--- src/rtl/cnms_pkg.sv ---
// shared types and constants for the non-maximum suppression block
`default_nettype none
package cnms_pkg;
    localparam int MAX_WIDTH = 2048;
    localparam int COL_BITS = $clog2(MAX_WIDTH);
    localparam int GRAD_BITS = 16;
    localparam int MAG_BITS = GRAD_BITS + 1;
    localparam int SQ_BITS = 2 * GRAD_BITS + 2;
    localparam int SQRT_STEPS = SQ_BITS / 2;
    localparam int OUT_BITS = 20;

    typedef enum logic [2:0] {
        CFG_WIDTH  = 3'd0,
        CFG_HEIGHT = 3'd1,
        CFG_BORDER = 3'd2,
        CFG_SCALE  = 3'd3,
        CFG_LIMIT  = 3'd4
    } cfg_index_t;

    typedef enum logic [2:0] {
        ST_IDLE,
        ST_SQRT,
        ST_READ,
        ST_TEST,
        ST_CMP,
        ST_SCALE,
        ST_OUT
    } state_t;

    typedef struct packed {
        logic [11:0] image_width;
        logic [15:0] image_height;
        logic [4:0]  border_width;
        logic [15:0] magnitude_scale;
        logic [15:0] magnitude_limit;
    } cfg_t;

    typedef struct packed {
        logic signed [GRAD_BITS-1:0] gx;
        logic signed [GRAD_BITS-1:0] gy;
    } gpair_t;
endpackage
`default_nettype wire

--- src/rtl/cnms_sqrt.sv ---
// iterative integer square root, one result bit per cycle
`default_nettype none
module cnms_sqrt (
    input  wire logic clk,
    input  wire logic rst_n,
    input  wire logic start,
    input  wire logic [cnms_pkg::SQ_BITS-1:0] radicand,
    output logic done,
    output logic [cnms_pkg::MAG_BITS-1:0] root
);
    import cnms_pkg::*;

    logic [SQ_BITS-1:0] rem_reg, rem_next;
    logic [MAG_BITS-1:0] root_reg, root_next;
    logic [SQ_BITS-1:0] val_reg, val_next;
    logic [$clog2(SQRT_STEPS+1)-1:0] cnt_reg, cnt_next;
    logic busy_reg, busy_next;
    logic [SQ_BITS-1:0] trial, rem_sh;

    always_comb
    begin
        rem_sh = {rem_reg[SQ_BITS-3:0], val_reg[SQ_BITS-1 -: 2]};
        trial = {{(SQ_BITS-MAG_BITS-2){1'b0}}, root_reg, 2'b01};
        rem_next = rem_reg;
        root_next = root_reg;
        val_next = val_reg;
        cnt_next = cnt_reg;
        busy_next = busy_reg;
        if (start)
        begin
            rem_next = '0;
            root_next = '0;
            val_next = radicand;
            cnt_next = '0;
            busy_next = 1'b1;
        end
        else if (busy_reg)
        begin
            val_next = {val_reg[SQ_BITS-3:0], 2'b00};
            if (rem_sh >= trial)
            begin
                rem_next = rem_sh - trial;
                root_next = {root_reg[MAG_BITS-2:0], 1'b1};
            end
            else
            begin
                rem_next = rem_sh;
                root_next = {root_reg[MAG_BITS-2:0], 1'b0};
            end
            cnt_next = cnt_reg + 1'b1;
            if (cnt_reg == SQRT_STEPS[$bits(cnt_reg)-1:0] - 1'b1)
                busy_next = 1'b0;
        end
    end

    always_ff @(posedge clk or negedge rst_n)
    begin
        if (!rst_n)
        begin
            busy_reg <= 1'b0;
            cnt_reg <= '0;
        end
        else
        begin
            busy_reg <= busy_next;
            cnt_reg <= cnt_next;
        end
    end

    always_ff @(posedge clk)
    begin
        rem_reg <= rem_next;
        root_reg <= root_next;
        val_reg <= val_next;
    end

    assign done = busy_reg && !busy_next;
    assign root = root_next;
endmodule
`default_nettype wire

--- config.mk ---
export PLATFORM = sky130hd
export DESIGN_NAME = cnms_sqrt
export DESIGN_NICKNAME = d
export VERILOG_FILES = /design/src/rtl/cnms_pkg.sv /design/src/rtl/cnms_sqrt.sv
export SDC_FILE = /design/constraint.sdc
export NUM_CORES = 1
export LEC_CHECK = 0
export ABC_AREA = 1
export BUFFER_PORTS_ARGS = -buffer_cell sky130_fd_sc_hd__buf_2
export CAP_MARGIN = 30
export CORE_UTILIZATION = 54
export CTS_CLUSTER_SIZE = 20
export DETAILED_ROUTE_END_ITERATION = 8
export GPL_ROUTABILITY_DRIVEN = 0
export PLACE_DENSITY = 0.77
export SLEW_MARGIN = 20
export SYNTH_ARGS = -nofsm -noshare
export SYNTH_HDL_FRONTEND = slang
export SYNTH_SLANG_ARGS = --single-unit
--- constraint.sdc ---
create_clock -name clk -period 2.2 [get_ports clk]
set_clock_uncertainty 0.1 [all_clocks]
set_input_delay 0.33 -clock clk [delete_from_list [all_inputs] [get_ports clk]]
set_output_delay 0.33 -clock clk [all_outputs]
set_load 0.02 [all_outputs]
**After elaboration in Yosys (flattened, before gate mapping)**

Cells that the tools add are included.

- Add/sub/neg operators: 2
- Mux-type cells: 11
- Equality and inequality tests: 1
- Order comparisons: 1
- Reductions and logical operators: 3

Operator list:

| cell | count |
|---|---|
| $mux 34 | 2 |
| $ge 34x19->1 | 1 |
| $mux 17 | 2 |
| $mux 32 | 1 |
| $sub 32x19->32 | 1 |
| $mux 5 | 2 |
| $add 5x1->5 const B | 1 |
| $eq 5x5->1 const B | 1 |
| $mux 1 | 4 |
| $reduce_bool 2->1 | 1 |
| $logic_and 1x1->1 | 1 |
| $logic_not 1->1 | 1 |

- Output and inout port bits: 18
- Logic and storage cells: 23
- Register bits after elaboration: 89
- Input port bits: 37

**Depth between registers and ports, before layout**

Gate-level depths: netlist (run 1).

- Word-level depth: 6
- Mapped depth: 15
- Mapped depth without buffers: 15

**Worst setup path after synthesis (run 1)**

No wires, ideal clock.

- Path type: register to output
- Start: register busy_reg
- End: output root[10] (netlist bit)
- Cell stages (with the launch flop): 5
- Data required time: 1.770 ns
- Slack: -0.362 ns
- Data arrival time: 2.132 ns
- Path buffers: 1
- Path through: dfrtp_1 -> nor2_1 -> inv_1 -> clkbuf_1 -> o22ai_1

- Longest elaborated chain between the ends: 2

RTL lines:

| item | line | RTL |
|---|---|---|
| start, declared | cnms_sqrt.sv:17 | `logic busy_reg, busy_next;` |
| start signal, assigned | cnms_sqrt.sv:65 | `busy_reg <= busy_next;` |
| $mux 17 | cnms_sqrt.sv:37 | `else if (busy_reg)` |
| $mux 17 | cnms_sqrt.sv:29 | `if (start)` |
| end, declared | cnms_sqrt.sv:9 | `output logic [cnms_pkg::MAG_BITS-1:0] root` |

No other way between the ends.

**Worst setup path after layout (run 1)**

- Start: register root_reg[15]
- End: output root[0] (netlist bit)

- Longest elaborated chain between the ends: 4

RTL lines:

| item | line | RTL |
|---|---|---|
| start, declared | cnms_sqrt.sv:14 | `logic [MAG_BITS-1:0] root_reg, root_next;` |
| start signal, assigned | cnms_sqrt.sv:73 | `root_reg <= root_next;` |
| $ge 34x19->1 | cnms_sqrt.sv:40 | `if (rem_sh >= trial)` |
| $mux 1 | cnms_sqrt.sv:40 |  |
| $mux 17 | cnms_sqrt.sv:37 |  |
| $mux 17 | cnms_sqrt.sv:29 |  |

No other way between the ends.

==> results of run 1 <==
==> power by group <==
group	total [mW]	leakage, nW	switching [mW]	internal, mW
Combinational	6.59	2.82	4.01	2.57
Sequential	2.35	0.865	0.295	2.06
Clock	1.08	0.0905	0.654	0.431
==> per-layer routing <==
layer  global-route usage [%]  vias to the layer above  wire length (um)
met5                        0                        -                 0
met4                     12.6                        0               670
met3                     6.92                       52              1080
met2                     48.0                      232              7470
met1                     35.6                     2583              6690
li1                         -                     2880                 -
==> worst paths after layout <==
path | from | to | slack, ns | cells past startpoint
setup reg to reg | root_reg[15] | rem_reg[14] | 0.09 | 14
max in group asynchronous | rst_n | cnt_reg[0] | 1.66 | 2
hold / removal | radicand[1] | val_reg[1] | 0.11 | 3
setup / recovery | root_reg[15] | root[0] | -0.23 | 11
hold reg to reg | rem_reg[30] | rem_reg[30] | 0.36 | 2
min in group asynchronous | rst_n | cnt_reg[1] | 0.19 | 2
==> cells by family after synthesis <==
family | after synthesis | synth area share [%]
adder cells (fa/ha/maj) | 21 | 4.69
flip-flops | 89 | 38.5
AND/OR/NAND/NOR | 549 | 40.3
AO/OA/AOI/OAI | 41 | 4.09
XOR/XNOR | 10 | 1.57
buffers and inverters | 155 | 10.9
==> per-stage QoR <==
| stage | utilization [%] | power (mW) | hold slack [ns] | TNS, ns |
|---|---|---|---|---|
| 5_1_grt | 72.0 | 10.9 | 0.0946 | -0.949 |
| 6_report | 72.0 | 10.0 | 0.105 | -0.228 |
| 4_1_cts | 69.2 | 9.22 | 0.0942 | -0.203 |
| 3_3_place_gp | 63.3 | 7.61 | 0.0638 | 0 |
| 2_1_floorplan | - | 6.13 | -0.0656 | 0 |
| 3_5_place_dp | 63.3 | 7.68 | 0.0627 | 0 |
==> worst max-delay path, cell delays in order, from the launching register on <==
cell	delay, ns
dfxtp_1	0.35
inv_2	0.06
ha_4	0.25
nand2_1	0.10
nand2_1	0.12
a21oi_4	0.19
a21oi_4	0.10
nor2_8	0.10
nand2_4	0.06
nand2_4	0.07
o21ai_4	0.06
buf_6	0.14
==> cell usage in the layout, fill, tap and decap left out, drive strengths merged <==
cell and instances:
clkinvlp 3, buf 115, inv 133, xnor2 3, nor3b 1, xor2 7, nand4 7, o21ai 9
o22ai 16, clkbuf 9, a21oi 16, and2 1, nand2 403, nor2 54, dlygate4sd3 1, nand3 74
dfrtp 6, edfxtp 34, dfxtp 49, nand3b 4, ha 21, clkinv 4, nor3 5
==> final cells by class <==
class                      count  area share, %
tap                          133           2.33
timing repair buffer         116           11.5
inverter                     133           7.19
clock buffer                   9           1.74
multi-input combinational    621           45.6
clock inverter                 7          0.912
sequential                    89           30.7
==> timing repair <==
item	in CTS	in global routing
pin swaps	15	26
hold endpoints to repair	6	0
buffers inserted	8	14
hold buffers	1	0
resized for setup	72	75
setup endpoints to repair	17	48
==> impl_metrics.tcl, run 1 <==
set metrics [dict create \
    syn_area_um2 5600 \
    yosys.cell_types.count 34 \
    core_um2 9910 \
    layout_setup_ws_ns -0.228 \
    rsz0062_at_grt "true" \
    path_max_fanout 3 \
    grt_pass1_wl_um 24900 \
    synthesis.nets 923 \
    cts_tree "built" \
    period_minus_slack_ns 2.43 \
    grt_overflow 0 \
    crit_type "flop to output pin" \
    wl_um 15900 \
    drv_cap 0 \
    grt_max_degree 38 \
    start_util_pct 56.5 \
    end_kind "output pin" \
    vias_per_cell 5.19 \
    max_freq_mhz 412 \
    cts-root-buf "clkbuf_8" \
    clk_latency_ns 0.39 \
    p_leak_nw 3.78 \
    slew_headroom_pct 70.6 \
    fp.dieW_um 104 \
    clockBufferDepth 2 \
    dp_cells 1071 \
    num_vias 5747 \
    clk_pin_slew_ns 0.10 \
    period_share_pct 110 \
    multi_input_area_um2 3260 \
    dp_hpwl_um 10600 \
    hold_viol 0 \
    nets 1028 \
    ff_latch_area_um2 2190 \
    wl_per_cell_um 14.4 \
    violations "setup timing" \
    arrival_ns 2.00 \
    largest_reg_flops 34 \
    yosys-top-cells-area "nand2_1 (27%), edfxtp_1 (18%), dfxtp_1 (18%), inv_1 (8.1%), nand3_1 (6.4%)" \
    n_antenna_cell 0 \
    outcome "finished, violations left" \
    ys.flop_type "dfxtp_1" \
    ys_async_sr_fraction_pct 6.74 \
    instances_no_fill 1108 \
    worstPathRequired_ns 1.77 \
    antenna_found_initial 0 \
    antenna_left 0 \
    io_pins 55 \
    io_buffers 54 \
    drive_gt1_share_pct 27.5 \
    synth_area_per_cell_um2 6.47 \
    num-fill-cells 812 \
    cts.sinks 89 \
    slew_viol_final 0 \
    syn-instance-count 865 \
    synth_commonest_cells "nand2_1 (401), inv_1 (121), nand3_1 (72)" \
    synthToLayoutAreaGrowth_pct 27.5 \
    synth_enable_flop_cells 34 \
    ys_ff_latch 89 \
    grt_usage_pct 28.9 \
    yosysWarnings 0 \
    drc_errors 0 \
    drt_iter0_markers 337 \
    synth_most_common_cell "nand2_1" \
    cts_inserted_buffers 9 \
    yosysTopAreaCell "nand2_1" \
    synth_top_area_share_pct 26.9 \
    die_area_um2 10800 \
    first_pass_iters 5 \
    final_cell_area_um2 7130 \
    placementRows 36 \
    cts_htree_levels 3 \
    hp-class "primary input to flop" \
    placed_area_um2 6270 \
    dp_slack_ns 0.00456 \
    worst_pin_slew_ns 0.436 \
    setup_viol 1 \
    synth_seq_area_share_pct 38.5 \
    p_per_area_nw_per_um2 1410 \
    crit_path_start_kind "flop" \
    max-vdd-ir-drop_mv 0.696 \
    die_h_um 104 \
    grt_pass1_vias 5443 \
]
No activity file was read; power rests on OpenSTA's default activity.
==> run 2, diff against run 1 <==
ABC_AREA = default   (was 1)
CORE_UTILIZATION = 53   (was 54)
PLACE_DENSITY = 0.76   (was 0.77)
==> run 2 against run 1 <==
  * The flow still finishes with violations (setup timing)
  * First-iteration DRC count is 1.8% lower
  * Critical path type unchanged
  * Via count shrank 15%
  * Register-to-register slack worse by 0.99 ns
  * Combinational power is 2% higher
==> impl_metrics.tcl, run 2 <==
set metrics [dict create \
    hp-class "primary input to flop" \
    path_max_fanout 2 \
    end_kind "output pin" \
    slew_headroom_pct 72.4 \
    final_cell_mix "buf_4 (138), nor2_1 (58), buf_2 (53)" \
    reg2reg_to "rem_reg[20]" \
    synth_commonest_cells "nor2_1 (60), dfxtp_1 (49), nand2_1 (48)" \
    final_common_cell "buf_4" \
    start_util_pct 55.5 \
    io_buffers 54 \
    max_freq_mhz 321 \
    rsz0062_at_grt "true" \
    io_pins 55 \
    arrival_ns 2.69 \
    placementRows 34 \
    grt_pass1_vias 4853 \
    dp_hpwl_um 9890 \
    p_leak_nw 3.13 \
    clockBufferDepth 2 \
    period_share_pct 142 \
    die_h_um 98.3 \
    synth_top_area_share_pct 20.8 \
    total_power_mw 10.0 \
    hold_viol 0 \
    cts_tree "built" \
    worst_pin_slew_ns 0.403 \
    core_um2 8850 \
    yosysWarnings 0 \
    synthToLayoutAreaGrowth_pct 41.8 \
    fp.dieW_um 98.3 \
    largest_reg_flops 34 \
    ys.flop_type "dfxtp_1" \
    grt_overflow 0 \
    dp_cells 788 \
    grt_usage_pct 30.7 \
    num_vias 4860 \
    syn_area_um2 4910 \
    rrSetupSlack_ns -0.90 \
    die_area_um2 9660 \
    synthesis.nets 572 \
    yosysTopAreaCell "edfxtp_1" \
    drt_iter0_markers 331 \
    worstPathRequired_ns 1.77 \
    cts_inserted_buffers 9 \
    layout_setup_ws_ns -0.918 \
    slew_viol_final 0 \
    cts_htree_levels 3 \
    max-vdd-ir-drop_mv 0.830 \
    setup_viol 34 \
    synth_most_common_cell "nor2_1" \
    synth_area_per_cell_um2 9.56 \
    wl_per_cell_um 18.9 \
    crit_path_start_kind "flop" \
    vias_per_cell 6.01 \
    antenna_left 0 \
    ys_async_sr_fraction_pct 6.74 \
    ys_ff_latch 89 \
    syn-instance-count 514 \
    clk_latency_ns 0.38 \
    yosys.cell_types.count 49 \
    violations "setup timing" \
    ff2ff_path_depth 12 \
    n_antenna_cell 0 \
    cts.sinks 89 \
    cts-root-buf "clkbuf_8" \
    p_per_area_nw_per_um2 1440 \
    clk_pin_slew_ns 0.10 \
    outcome "finished, violations left" \
    num-fill-cells 527 \
    yosys-top-cells-area "edfxtp_1 (21%), dfxtp_1 (20%), mux2_2 (7.3%), ha_1 (5.3%), nor2_1 (4.6%)" \
    crit_path_end "root[0]" \
    crit_start "rem_reg[18]" \
    antenna_found_initial 0 \
    synth_enable_flop_cells 34 \
    grt_pass1_wl_um 23300 \
    drc_errors 0 \
    first_pass_iters 5 \
    r2r_start "root_reg[3]" \
    crit_type "flop to output pin" \
    instances_no_fill 809 \
    drv_cap 0 \
    period_minus_slack_ns 3.12 \
    drive_gt1_share_pct 45.2 \
    synth_seq_area_share_pct 43.8 \
    grt_max_degree 38 \
    wl_um 15300 \
    setup_tns_ns -22.95 \
    nets 754 \
]
-- run 2: cell types whose count changed in the layout (fill, tap and decap cells not counted), moves of 13 or more --
cell	delta
dfxtp_2	-20
nor2_1	+20
mux2i_1	+20
mux2_2	+32
buf_4	+70
inv_2	-26
nand2_1	-326
nand3_1	-64
inv_1	-74
xnor2_1	+13
dfxtp_1	+20
o22ai_1	-15
nand2_2	-23
-- run 2: how the worst min path moves through the flow --
stage | from | endpoint | slack [ns] | cells past startpoint
4_1_cts | radicand[1] | val_reg[1] | 0.13 | 2
5_1_grt | radicand[1] | val_reg[1] | 0.12 | 2
3_5_place_dp | rst_n | cnt_reg[2] | 0.06 | 1
6_report | radicand[0] | val_reg[0] | 0.13 | 2
2_1_floorplan | rst_n | busy_reg | -0.07 | 0
3_3_place_gp | rst_n | cnt_reg[2] | 0.05 | 1
-- run 2: where the power goes --
| group | internal, mW | total (mW) | leakage, nW | switching [mW] |
|---|---|---|---|---|
| clock network | 0.436 | 1.12 | 0.0984 | 0.680 |
| logic | 3.34 | 6.69 | 2.18 | 3.34 |
| registers | 2.05 | 2.25 | 0.845 | 0.194 |
-- run 2: area by class of cell --
cell class	count	area (um2)	area share [%]
clock inverters	7	60.1	0.862
repair buffers	200	1430	20.5
multi-input cells	369	2960	42.4
well taps	108	135	1.94
flip-flops and latches	89	2160	31.0
inverters	27	101	1.45
clock buffers	9	124	1.78
-- run 2: cell families (layout without fill, tap and decap cells) --
kind of cell,count (synthesis),in the layout,synth area share [%]
compound gates,101,101,13.6
xor+xnor,28,28,4.99
fa+ha+maj,21,21,5.35
buf+inv,56,243,4.51
flops,89,89,43.8
mux,53,53,11.6
simple gates,166,166,16.1
-- run 2: critical path: stages (launching register included) --
cell     delay (ns)
dfxtp_2        0.34
or4_4          0.55
or4_4          0.55
nor4_4         0.18
or4_4          0.19
nor2_4         0.04
and2_4         0.18
o22ai_4        0.13
buf_6          0.15
-- run 2: layer usage --
metal  global-route usage [%]  vias up  wire [um]
li1                         -     2226          -
met1                     35.9     2349       6150
met2                     53.8      229       7700
met3                     7.16       56        899
met4                     13.3        0        538
met5                        0        -          0
-- run 2: what timing repair did --
action	4_1_cts	5_1_grt
endpoints found under the setup margin	34	34
hold endpoints to repair	6	0
pin swaps	14	13
resized for setup	44	26
hold buffers	1	0
buffers inserted	4	1
-- run 2: stage by stage --
stage	worst slack, ns	instance area (um2)	utilization (%)	hold slack [ns]
global placement	-0.715	6420	72.6	0.0518
floorplan	-0.724	5080	-	-0.0656
detailed placement	-0.762	6420	72.6	0.0579
CTS	-0.853	6830	77.2	0.129
global route	-1.03	6970	78.7	0.116
finish	-0.918	6970	78.7	0.132
==> run 3, diff against run 2 <==
REMOVE_ABC_BUFFERS = 1   (was default)
==> run 3 against run 2 <==
  * The run still ends with setup timing left
  * Critical path depth increased by 3
  * Setup slack got worse by 0.15 ns
  * First-iteration DRC count increased by 58%
  * Maximum frequency decreased by 4.7%
  * Worst hold slack improved by 0.0030 ns
  * Sequential share of layout area decreased by 1.7 points
  * Global-route usage increased by 5.1 points
  * Utilization increased by 4.5 points
  * Critical path type unchanged
  * Largest cell class unchanged
  * Highest routed layer unchanged
==> impl_metrics.tcl, run 3 (synthesis gave the netlist of run 2 again) <==
set metrics [dict create \
    crit_type "flop to output pin" \
    cts.sinks 89 \
    setup_tns_ns -30.07 \
    clk_latency_ns 0.37 \
    grt_pass1_wl_um 26800 \
    period_minus_slack_ns 3.27 \
    path_cells "inv_1 -> ha_1 -> buf_4 -> nand4_1 -> buf_4 -> nor4_4 -> or4_4 -> nor2_4 -> and2_4 -> o22ai_4 -> buf_6" \
    wl_um 18900 \
    slew_viol_final 0 \
    grt_max_degree 35 \
    cts_tree "built" \
    slowest_delay_ns 0.43 \
    max_freq_mhz 306 \
    path_depth 11 \
    num_vias 5313 \
    worstPathRequired_ns 1.77 \
    r2r_start "root_reg[3]" \
    worst_pin_slew_ns 0.622 \
    die_area_um2 9660 \
    period_share_pct 149 \
    core_um2 8850 \
    path_common_cell "buf_4" \
    arrival_ns 2.84 \
    path_max_fanout 5 \
    drc_errors 0 \
    outcome "finished, violations left" \
    rsz0062_at_grt "true" \
    n_antenna_cell 0 \
    ff2ff_path_depth 11 \
    end_kind "output pin" \
    fp.dieW_um 98.3 \
    first_pass_iters 6 \
    violations "setup timing" \
    drt_iter0_markers 522 \
    grt_pass1_vias 5209 \
    rrSetupSlack_ns -1.02 \
    cts-root-buf "clkbuf_8" \
    crit_path_start_kind "flop" \
    cts_htree_levels 3 \
    max-vdd-ir-drop_mv 0.727 \
    die_h_um 98.3 \
    largest_reg_flops 34 \
    dp_hpwl_um 9630 \
    synthToLayoutAreaGrowth_pct 49.9 \
    vias_per_cell 6.41 \
    crit_path_end "root[0]" \
    drive_gt1_share_pct 50.2 \
    reg2reg_to "rem_reg[20]" \
    io_pins 55 \
    holdWs_ns 0.135 \
    layout_setup_ws_ns -1.07 \
    path_delay_family "simple AND/OR/NAND/NOR gates" \
    clockBufferDepth 2 \
    post-route-util_pct 83.2 \
    final_common_cell "buf_4" \
    cts_inserted_buffers 9 \
    crit_start "root_reg[4]" \
    hold_viol 0 \
    start_util_pct 55.5 \
    p_per_area_nw_per_um2 1580 \
    antenna_found_initial 0 \
    wl_per_cell_um 22.9 \
    io_buffers 54 \
    grt_overflow 0 \
    clk_pin_slew_ns 0.10 \
    slew_headroom_pct 57.5 \
    antenna_left 0 \
    setup_viol 34 \
    p_leak_nw 3.28 \
    nets 774 \
    placementRows 34 \
    final_cell_mix "buf_4 (145), nor2_1 (58), buf_2 (53)" \
    hp-class "primary input to flop" \
    slowest_stage "or4_4" \
    crit_buf_inv 4 \
    drv_cap 0 \
    grt_usage_pct 35.8 \
]
-- run 3: changes by cell type in the layout (fill, tap and decap cells not counted), sizes merged --
cell	before	now
bufinv	0	1
buf	199	219
clkinv	2	3
inv	32	30
-- run 3: how the worst min path moves through the flow --
| stage | from | to | slack [ns] | depth (start not counted) |
|---|---|---|---|---|
| after floorplan | rst_n | busy_reg | -0.07 | 0 |
| after global placement | rst_n | cnt_reg[4] | 0.06 | 1 |
| after detailed placement | rst_n | cnt_reg[2] | 0.06 | 1 |
| after CTS | radicand[0] | val_reg[0] | 0.13 | 2 |
| after global routing | radicand[0] | val_reg[0] | 0.12 | 2 |
| final | radicand[0] | val_reg[0] | 0.14 | 2 |
-- run 3: power breakdown --
part | leakage [nW] | total (mW) | switching, mW | internal (mW)
Clock | 0.111 | 1.24 | 0.686 | 0.559
Sequential | 0.845 | 2.28 | 0.222 | 2.05
Combinational | 2.32 | 8.13 | 4.13 | 4.00
-- run 3: area by class of cell --
type,instances,area (um2)
Multi-Input combinational cell,369,3090
Sequential cell,89,2160
Timing Repair Buffer,220,1650
Fill cell,432,1480
Tap cell,108,135
Clock buffer,9,124
Inverter,27,101
Clock inverter,7,95.1
-- run 3: metal layers --
metal	share of wire (%)	up-vias	wire (um)	global-route usage, %
li1	-	2252	-	-
met1	35	2528	6720	42.2
met2	49	398	9210	62.4
met3	8.8	135	1660	7.44
met4	7.1	0	1350	16.9
met5	0	-	0	0
-- run 3: per-stage QoR --
step | power [mW] | instance area [um2] | instances | worst slack, ns
3_3_place_gp | 7.21 | 6230 | 785 | -0.763
6_report | 11.6 | 7370 | 829 | -1.07
2_1_floorplan | 5.00 | 4790 | 485 | -1.41
3_5_place_dp | 7.37 | 6230 | 785 | -0.874
4_1_cts | 9.98 | 7050 | 820 | -0.870
5_1_grt | 12.1 | 7370 | 829 | -1.19
-- run 3: repair_timing --
item / CTS / global route
endpoints found under the setup margin: 34 / 34
pin swaps: 47 / 37
setup buffers: 19 / 16
gates cloned: 1 / 0
hold buffers: 1 / 0
gates resized for setup: 106 / 56
hold endpoints to repair: 6 / 0
